===== src/rtl/ctc_pkg.sv =====
package ctc_pkg;

    typedef enum logic [1:0] {
        OP_WRITE      = 2'd0,
        OP_TICK       = 2'd1,
        OP_TRIGGER    = 2'd2,
        OP_HARD_RESET = 2'd3
    } op_t;

    // control word bit positions
    localparam int CW_INT_EN  = 7;
    localparam int CW_COUNTER = 6;
    localparam int CW_PRE256  = 5;
    localparam int CW_RISING  = 4;
    localparam int CW_TRIGGER = 3;
    localparam int CW_CONST   = 2;
    localparam int CW_SWRESET = 1;
    localparam int CW_VECTOR  = 0;

    localparam int CNT_W = 9;
    localparam int MASK_W = 4;

    localparam logic [CNT_W-1:0] PRESCALE_16  = 9'd16;
    localparam logic [CNT_W-1:0] PRESCALE_256 = 9'd256;
    localparam logic [CNT_W-1:0] CONST_OF_ZERO = 9'd256;

    typedef struct packed {
        logic       write;
        logic       trigger;
        logic       tick;
        logic       hard_reset;
        logic [7:0] data;
        logic       up;
    } chan_cmd_t;

    typedef struct packed {
        logic zero;
        logic irq;
        logic awaiting;
    } chan_stat_t;

endpackage


===== src/rtl/ctc_channel.sv =====
module ctc_channel (
    input  logic                clk,
    input  logic                rst_n,
    input  ctc_pkg::chan_cmd_t  cmd,
    output ctc_pkg::chan_stat_t stat
);
    import ctc_pkg::*;

    logic [7:0]       cw_reg, cw_next;
    logic [CNT_W-1:0] tc_reg, tc_next;
    logic [CNT_W-1:0] down_reg, down_next;
    logic [CNT_W-1:0] pre_reg, pre_next;
    logic             await_reg, await_next;
    logic             counting_reg, counting_next;
    logic             enabled_reg, enabled_next;
    logic             reload_reg, reload_next;
    logic             edge_reg, edge_next;
    logic [CNT_W-1:0] pre_start;
    logic [CNT_W-1:0] pre_dec;
    logic             zero;
    logic             write_counts;

    assign pre_start = cw_reg[CW_PRE256] ? PRESCALE_256 : PRESCALE_16;
    assign pre_dec   = pre_reg - 9'd1;
    assign write_counts = !cw_reg[CW_TRIGGER];

    always_comb
    begin
        cw_next       = cw_reg;
        tc_next       = tc_reg;
        down_next     = down_reg;
        pre_next      = pre_reg;
        await_next    = await_reg;
        counting_next = counting_reg;
        enabled_next  = enabled_reg;
        reload_next   = reload_reg;
        edge_next     = edge_reg;
        zero          = 1'b0;

        if (cmd.write)
        begin
            enabled_next = 1'b1;
            if (await_reg)
            begin
                tc_next       = (cmd.data == 8'd0) ? CONST_OF_ZERO : {1'b0, cmd.data};
                await_next    = 1'b0;
                counting_next = write_counts;
                if (write_counts)
                begin
                    pre_next    = pre_start;
                    reload_next = 1'b1;
                end
            end
            else
            begin
                cw_next    = cmd.data;
                await_next = cmd.data[CW_CONST];
                if (cmd.data[CW_SWRESET])
                    counting_next = 1'b0;
            end
        end
        else if (cmd.trigger)
        begin
            if (cw_reg[CW_RISING] == cmd.up)
                edge_next = 1'b1;
            if (!counting_reg)
            begin
                pre_next      = pre_start;
                counting_next = 1'b1;
                reload_next   = 1'b1;
            end
        end
        else if (cmd.tick)
        begin
            if (counting_reg && !await_reg && enabled_reg)
            begin
                if (reload_reg)
                begin
                    down_next   = tc_reg;
                    reload_next = 1'b0;
                end
                else if (cw_reg[CW_COUNTER])
                begin
                    if (edge_reg)
                    begin
                        edge_next = 1'b0;
                        down_next = down_reg - 9'd1;
                    end
                end
                else
                begin
                    pre_next = pre_dec;
                    if (pre_dec == '0)
                    begin
                        pre_next  = pre_start;
                        down_next = down_reg - 9'd1;
                    end
                end
                if (down_next == '0)
                begin
                    reload_next = 1'b1;
                    zero        = 1'b1;
                end
            end
        end
        else if (cmd.hard_reset)
        begin
            await_next          = 1'b0;
            down_next           = '0;
            cw_next[CW_INT_EN]  = 1'b0;
            enabled_next        = 1'b0;
        end
    end

    always_ff @(posedge clk or negedge rst_n)
    begin
        if (!rst_n)
        begin
            cw_reg       <= '0;
            tc_reg       <= '0;
            down_reg     <= '0;
            pre_reg      <= '0;
            await_reg    <= 1'b0;
            counting_reg <= 1'b0;
            enabled_reg  <= 1'b0;
            reload_reg   <= 1'b0;
            edge_reg     <= 1'b0;
        end
        else
        begin
            cw_reg       <= cw_next;
            tc_reg       <= tc_next;
            down_reg     <= down_next;
            pre_reg      <= pre_next;
            await_reg    <= await_next;
            counting_reg <= counting_next;
            enabled_reg  <= enabled_next;
            reload_reg   <= reload_next;
            edge_reg     <= edge_next;
        end
    end

    assign stat.zero     = zero;
    assign stat.irq      = zero && cw_reg[CW_INT_EN];
    assign stat.awaiting = await_reg;

endmodule


===== src/rtl/four_channel_counter_timer_unit.sv =====
// Results: a word passes the input register and then, when the output is free, the result register.
// Throughput: one word per cycle while the output is not stalled; the input
// register feeds the channel update and the result register in the same cycle.
// Reset (rst_n low, asynchronous): all channel state, the vector and both
// pipeline registers clear; the block is ready right after reset.
module four_channel_counter_timer_unit #(
    parameter int NUM_CHANNELS = 4
) (
    input  logic                       clk,
    input  logic                       rst_n,
    input  logic                       in_valid,
    output logic                       in_ready,
    input  logic [1:0]                 op,
    input  logic [1:0]                 channel,
    input  logic [7:0]                 data,
    input  logic                       trg_high,
    output logic                       out_valid,
    input  logic                       out_ready,
    output logic [ctc_pkg::MASK_W-1:0] zero_count_mask,
    output logic [ctc_pkg::MASK_W-1:0] interrupt_mask
);
    import ctc_pkg::*;

    logic              s1_valid_reg, s1_valid_next;
    logic [1:0]        op_reg;
    logic [1:0]        channel_reg;
    logic [7:0]        data_reg;
    logic              trg_high_reg;
    logic              out_valid_reg, out_valid_next;
    logic [MASK_W-1:0] zero_mask_reg;
    logic [MASK_W-1:0] int_mask_reg;
    logic [7:0]        vector_reg;

    logic              advance;
    logic              take;
    logic              is_vector;
    logic [MASK_W-1:0] zero_mask;
    logic [MASK_W-1:0] int_mask;

    chan_cmd_t  cmd  [NUM_CHANNELS];
    chan_stat_t stat [NUM_CHANNELS];

    assign advance  = s1_valid_reg && (!out_valid_reg || out_ready);
    assign in_ready = !s1_valid_reg || advance;
    assign take     = in_valid && in_ready;

    // vector write: channel 0, bit 0 clear, no constant pending on channel 0
    assign is_vector = (op_reg == OP_WRITE) && (channel_reg == 2'd0)
                       && !data_reg[CW_VECTOR] && !stat[0].awaiting;

    for (genvar i = 0; i < NUM_CHANNELS; i++)
    begin : g_chan
        always_comb
        begin
            cmd[i].write      = advance && (op_reg == OP_WRITE) && !is_vector
                                && (32'(channel_reg) == i);
            cmd[i].trigger    = advance && (op_reg == OP_TRIGGER)
                                && (32'(channel_reg) == i);
            cmd[i].tick       = advance && (op_reg == OP_TICK);
            cmd[i].hard_reset = advance && (op_reg == OP_HARD_RESET);
            cmd[i].data       = data_reg;
            cmd[i].up         = trg_high_reg;
        end

        ctc_channel u_chan (
            .clk   (clk),
            .rst_n (rst_n),
            .cmd   (cmd[i]),
            .stat  (stat[i])
        );
    end

    // only the first four channels reach the masks
    for (genvar m = 0; m < MASK_W; m++)
    begin : g_mask
        if (m < NUM_CHANNELS)
        begin : g_on
            assign zero_mask[m] = stat[m].zero;
            assign int_mask[m]  = stat[m].irq;
        end
        else
        begin : g_off
            assign zero_mask[m] = 1'b0;
            assign int_mask[m]  = 1'b0;
        end
    end

    always_comb
    begin
        s1_valid_next = s1_valid_reg;
        if (take)
            s1_valid_next = 1'b1;
        else if (advance)
            s1_valid_next = 1'b0;

        out_valid_next = out_valid_reg;
        if (advance)
            out_valid_next = 1'b1;
        else if (out_ready)
            out_valid_next = 1'b0;
    end

    always_ff @(posedge clk or negedge rst_n)
    begin
        if (!rst_n)
        begin
            s1_valid_reg  <= 1'b0;
            op_reg        <= '0;
            channel_reg   <= '0;
            data_reg      <= '0;
            trg_high_reg  <= 1'b0;
            out_valid_reg <= 1'b0;
            zero_mask_reg <= '0;
            int_mask_reg  <= '0;
            vector_reg    <= '0;
        end
        else
        begin
            s1_valid_reg  <= s1_valid_next;
            out_valid_reg <= out_valid_next;
            if (take)
            begin
                op_reg       <= op;
                channel_reg  <= channel;
                data_reg     <= data;
                trg_high_reg <= trg_high;
            end
            if (advance)
            begin
                zero_mask_reg <= zero_mask;
                int_mask_reg  <= int_mask;
                if (is_vector)
                    vector_reg <= data_reg;
            end
        end
    end

    assign out_valid       = out_valid_reg;
    assign zero_count_mask = zero_mask_reg;
    assign interrupt_mask  = int_mask_reg;

    a_irq_subset: assert property (@(posedge clk) disable iff (!rst_n)
        out_valid |-> ((interrupt_mask & ~zero_count_mask) == '0))
        else $error("interrupt bit without zero count");

    a_non_tick_quiet: assert property (@(posedge clk) disable iff (!rst_n)
        (advance && (op_reg != OP_TICK)) |=>
            (zero_count_mask == '0) && (interrupt_mask == '0))
        else $error("masks set by a word that is not a tick");

    a_advance_fills: assert property (@(posedge clk) disable iff (!rst_n)
        advance |=> out_valid)
        else $error("processed word lost");

    a_empty_ready: assert property (@(posedge clk) disable iff (!rst_n)
        !s1_valid_reg |-> in_ready)
        else $error("empty input stage not ready");

    a_vector_ch0: assert property (@(posedge clk) disable iff (!rst_n)
        (advance && is_vector) |-> (cmd[0].write == 1'b0))
        else $error("vector write reached channel 0");

endmodule

===== config.mk =====
export PLATFORM = sky130hd
export DESIGN_NAME = four_channel_counter_timer_unit
export DESIGN_NICKNAME = d
export VERILOG_FILES = /design/src/rtl/ctc_pkg.sv /design/src/rtl/ctc_channel.sv /design/src/rtl/four_channel_counter_timer_unit.sv
export SDC_FILE = /design/constraint.sdc
export NUM_CORES = 1
export LEC_CHECK = 0
export BUFFER_PORTS_ARGS = -buffer_cell sky130_fd_sc_hd__buf_2
export CAP_MARGIN = 15
export CORE_MARGIN = 5
export CORE_UTILIZATION = 30
export CTS_BUF_LIST = sky130_fd_sc_hd__clkbuf_4 sky130_fd_sc_hd__clkbuf_8 sky130_fd_sc_hd__clkbuf_16
export DETAILED_ROUTE_END_ITERATION = 6
export PLACE_DENSITY = 0.57
export SYNTH_ARGS = -nofsm -noshare
export SYNTH_HDL_FRONTEND = slang
export SYNTH_SLANG_ARGS = --single-unit
export TNS_END_PERCENT = 10

===== constraint.sdc =====
create_clock -name clk -period 3 [get_ports clk]
set_input_delay 0.3 -clock clk [delete_from_list [all_inputs] [get_ports clk]]
set_output_delay 0.3 -clock clk [all_outputs]
set_load 0.01 [all_outputs]

==> results.txt <==
----------------------------------------------------
[Critical path]
  Worst setup path start ... g_chan[2].u_chan.pre_reg[1]$_DFFE_PN0P_
  Required @ worst endpoint ... 3.34 ns
  End of the worst register-to-register path ... interrupt_mask[2]$_DFFE_PN0P_
  Highest net fanout along the worst path ... 4
  Start-to-end type of the worst setup path ... flip-flop to flip-flop
  Path depth of the worst reg2reg path ... 10
  Nature of the critical path endpoint ... flip-flop
  Worst reg2reg setup slack ... 0.02 ns
  Origin of the critical flop-to-flop path ... g_chan[2].u_chan.pre_reg[1]$_DFFE_PN0P_
  Data arrival time of the critical path ... about 3.3 ns
  Critical path startpoint category ... flip-flop

[Timing]
  Maximum clock frequency ... 0.3358 GHz
  Remaining max-slew budget at the tightest pin ... between 20 and 30%
  Final period util ... 99.27%
  Endpoints failing setup ... 0
  Worst Tran Pin Value ... 1.107 ns
  Max Transition Viols Final ... 0
  Hold Violations, Final ... 0
  Final setup skew ... between 0.009 and 0.01 ns
  Final period demand of the worst path ... 2.978 ns
  Setup repair after global routing missed its margin ... true
  Hold slack final ... 0.08265 ns
  Setup slack after layout ... 0.02199 ns

[Hold path]
  Number of cells traversed by the worst hold path ... 2
  Min-Delay Endpoint ... s1_valid_reg$_DFFE_PN0P_
  Worst Hold Launch ... in_valid
  Tightest Hold Check Type ... input pin to flip-flop

[Synthesis]
  Yosys warnings ... 0
  Most common flop cell mapped by yosys ... sky130_fd_sc_hd__dfrtp_1
  Syn Inst Count ... 1,009
  Average footprint of a synthesized cell ... 9.455 µm²
  Proportion of synthesized chip area in sequential cells ... between 40% and 50%
  Synth Register Bits ... 171
  Syn Std Cell Area ... 9540 µm²
  Number of different library cells in the post-synthesis netlist ... 78
  Net Count, Synth ... approximately 1,000
  Number of enable flip-flop cells after synthesis ... 0
  Proportion of register bits with asynchronous set or reset after synthesis ... 100.0%

[GRT]
  Initial antenna violation count ... 0
  Total routing usage reported by global routing ... between 10% and 20%
  Vias in the first global route ... 7,588
  First-pass GRT wire length ... 40.67 mm
  Pin count of the biggest net entering global routing ... 59
  Gr ovfl total ... 0

[Placement]
  Place WS ... -0.1880 ns
  Number of buffers inserted by port buffering ... 26
  Final RePlAce weighted congestion ... around 0.9
  Hpwl dp ... about 18 mm
  Post-detailed-placement cell area ... 10,590 µm²

[CTS]
  Clock latency reported for the late side of the worst-skew pair ... ~0.43 ns
  CTS clk-pin slew, worst paths ... 0.07 ns
  Post-CTS Setup Inserts ... 0
  Clock Path Buffers ... 2
  Clock tree from TritonCTS ... yes
  Clock sink count ... 171
  Cell at the root of the clock tree ... sky130_fd_sc_hd__clkbuf_16
  Inserted Clock Buffers ... 17
  Deepest level of the CTS H-tree ... 4

[Finish]
  Layout Area Growth over Synthesis ... 19.00%
  End-of-flow core utilization ... 36.07%
  # fillers ... approximately 3,100
  Nets ... 1,111
  Layout cell share with drive strength beyond 1 ... 22.37%
  Design area ... 11,350 µm²
  N_diodes ... 0

[Drt]
  Via count ... about 7,900
  Drt pass-1 iters ... 7
  WL per Instance ... 16.44 µm
  DRC viols ... 0
  Total length of routed wires ... 24.61 mm
  Starting DRC count in detailed routing ... 478
  Via/cell ratio ... 5.294
  Number of nets still failing antenna checks after routing ... 0

[Power]
  Maximum vdd drop ... 0.4072 mV
  Areal power density over the cells ... 784.9 nW/µm²
  Leak ... 4.846 nW

[Floorplanning]
  Die width ... between 150 and 200 µm
  Vertical die dimension ... 188.3 µm
  Total die area ... 35,470 µm²
  Starting density of the core ... 30.31%
  Number of placement rows ... 65
  Core area ... between 30,000 and 40,000 µm²
  I/O pin count ... 27

[Outcome]
  Run status ... completed

[Job]
  MaxCap Viol Count ... 0

----------------------------------------------------
==> power by group <==
part | internal, mW | total [mW] | switching, mW | leakage (nW)
registers | 2.79 | 3.40 | 0.609 | 2.23
clock network | 1.45 | 2.41 | 0.967 | 0.310
logic | 1.44 | 3.10 | 1.66 | 2.31
total | 5.68 | 8.91 | 3.23 | 4.85
==> cell type report <==
type | instances | area, µm² | area share [%]
well taps | 402 | 503.0 | 4.430
clock buffers | 19 | 452.9 | 3.989
inverters | 41 | 153.9 | 1.356
clock inverters | 13 | 188.9 | 1.664
multi-input cells | 748 | 5046 | 44.45
repair buffers | 103 | 729.5 | 6.425
flip-flops and latches | 171 | 4279 | 37.69
==> cells in the mapped netlist, drive strengths merged, types with 4 or more instances <==
cell,instances,area [µm²]
a211o,5,43.79
o211ai,6,45.04
o31ai,21,182.7
a21oi,27,135.1
o41ai,7,68.82
a211oi,5,37.54
nand3b,4,30.03
ha,12,150.1
nand2,107,401.6
nand4,14,87.58
a22o,21,183.9
nand3,16,80.08
a21o,5,37.54
nor2,74,277.8
inv,39,146.4
or2,6,40.04
o31a,5,43.79
o22a,4,35.03
and2,4,25.02
or3,11,68.82
xor2,7,61.31
and3,9,56.30
mux2i,9,90.09
nand2b,29,181.4
nor3b,4,30.03
a311o,5,50.05
nor4,22,180.2
a31oi,9,56.30
xnor2,18,176.4
dfrtp,171,4279
nor2b,10,62.56
a31o,6,52.55
mux2,64,720.7
or4,9,67.56
a22oi,4,30.03
buf,7,32.53
clkbuf,42,158.9
o21ai,117,585.6
nor3,30,150.1
==> critical path: stages (launching register included) <==
cell and delay, ns:
sky130_fd_sc_hd__dfrtp_1 0.38, sky130_fd_sc_hd__inv_1 0.08, sky130_fd_sc_hd__ha_1 0.16, sky130_fd_sc_hd__or3b_1 0.42, sky130_fd_sc_hd__o21a_1 0.24, sky130_fd_sc_hd__or2_4 0.27, sky130_fd_sc_hd__o311a_1 0.29, sky130_fd_sc_hd__a311o_1 0.36
sky130_fd_sc_hd__nor4_2 0.30, sky130_fd_sc_hd__nand4_1 0.20, sky130_fd_sc_hd__o31ai_2 0.20
==> repair_timing <==
action | 4_1_cts | 5_1_grt
pin swaps | 4 | 3
hold buffers | 1 | 0
gates cloned | 0 | 0
endpoints found under the hold margin | 55 | 0
resized for setup | 7 | 18
endpoints found under the setup margin | 10 | 10
==> through the flow <==
stage | cells | power, mW | TNS [ns]
6_report | 1497 | 8.911 | 0
2_1_floorplan | 1009 | 5.388 | -0.007593
4_1_cts | 1497 | 8.868 | -0.005196
5_1_grt | 1497 | 9.489 | -0.6465
3_3_place_gp | 1464 | 6.342 | -0.3719
3_5_place_dp | 1464 | 6.397 | -0.6408
==> cells by family after synthesis <==
family | share of synthesized area [%]
AND/OR/NAND/NOR | 19.30
AO/OA/AOI/OAI | 19.66
flip-flops | 44.85
buffers and inverters | 3.620
multiplexers | 8.498
XOR/XNOR | 2.492
adder cells (fa/ha/maj) | 1.574
==> how the worst max path moves through the flow <==
stage                                         end  slack, ns
floorplan           interrupt_mask[1]$_DFFE_PN0P_     -0.008
global route        interrupt_mask[1]$_DFFE_PN0P_      -0.17
global placement    interrupt_mask[1]$_DFFE_PN0P_      -0.15
CTS                 interrupt_mask[1]$_DFFE_PN0P_     -0.005
detailed placement  interrupt_mask[1]$_DFFE_PN0P_      -0.19
finish              interrupt_mask[2]$_DFFE_PN0P_       0.02
==> per-layer routing <==
layer,part of all wire (%),up-vias,global-route usage [%]
met1,50,3891,20.08
li1,-,3855,-
met4,1.2,0,3.167
met2,46,146,22.11
met5,0,-,0
met3,2.9,33,2.223
==> layout by cell type, fill, tap and decap left out, types with 14 or more instances in the layout <==
cell                          n
sky130_fd_sc_hd__nand2b_1    29
sky130_fd_sc_hd__nor4_1      16
sky130_fd_sc_hd__inv_1       39
sky130_fd_sc_hd__nand3_1     14
sky130_fd_sc_hd__o21ai_0    111
sky130_fd_sc_hd__nor2_1      74
sky130_fd_sc_hd__nand4_1     14
sky130_fd_sc_hd__nand2_1    106
sky130_fd_sc_hd__nor3_1      30
sky130_fd_sc_hd__buf_2       25
sky130_fd_sc_hd__dfrtp_1    171
sky130_fd_sc_hd__a22o_1      21
sky130_fd_sc_hd__xnor2_1     17
sky130_fd_sc_hd__mux2_2      64
sky130_fd_sc_hd__a21oi_1     26
sky130_fd_sc_hd__buf_4       75
sky130_fd_sc_hd__clkbuf_16   17
No activity file was read; power rests on OpenSTA's default activity.
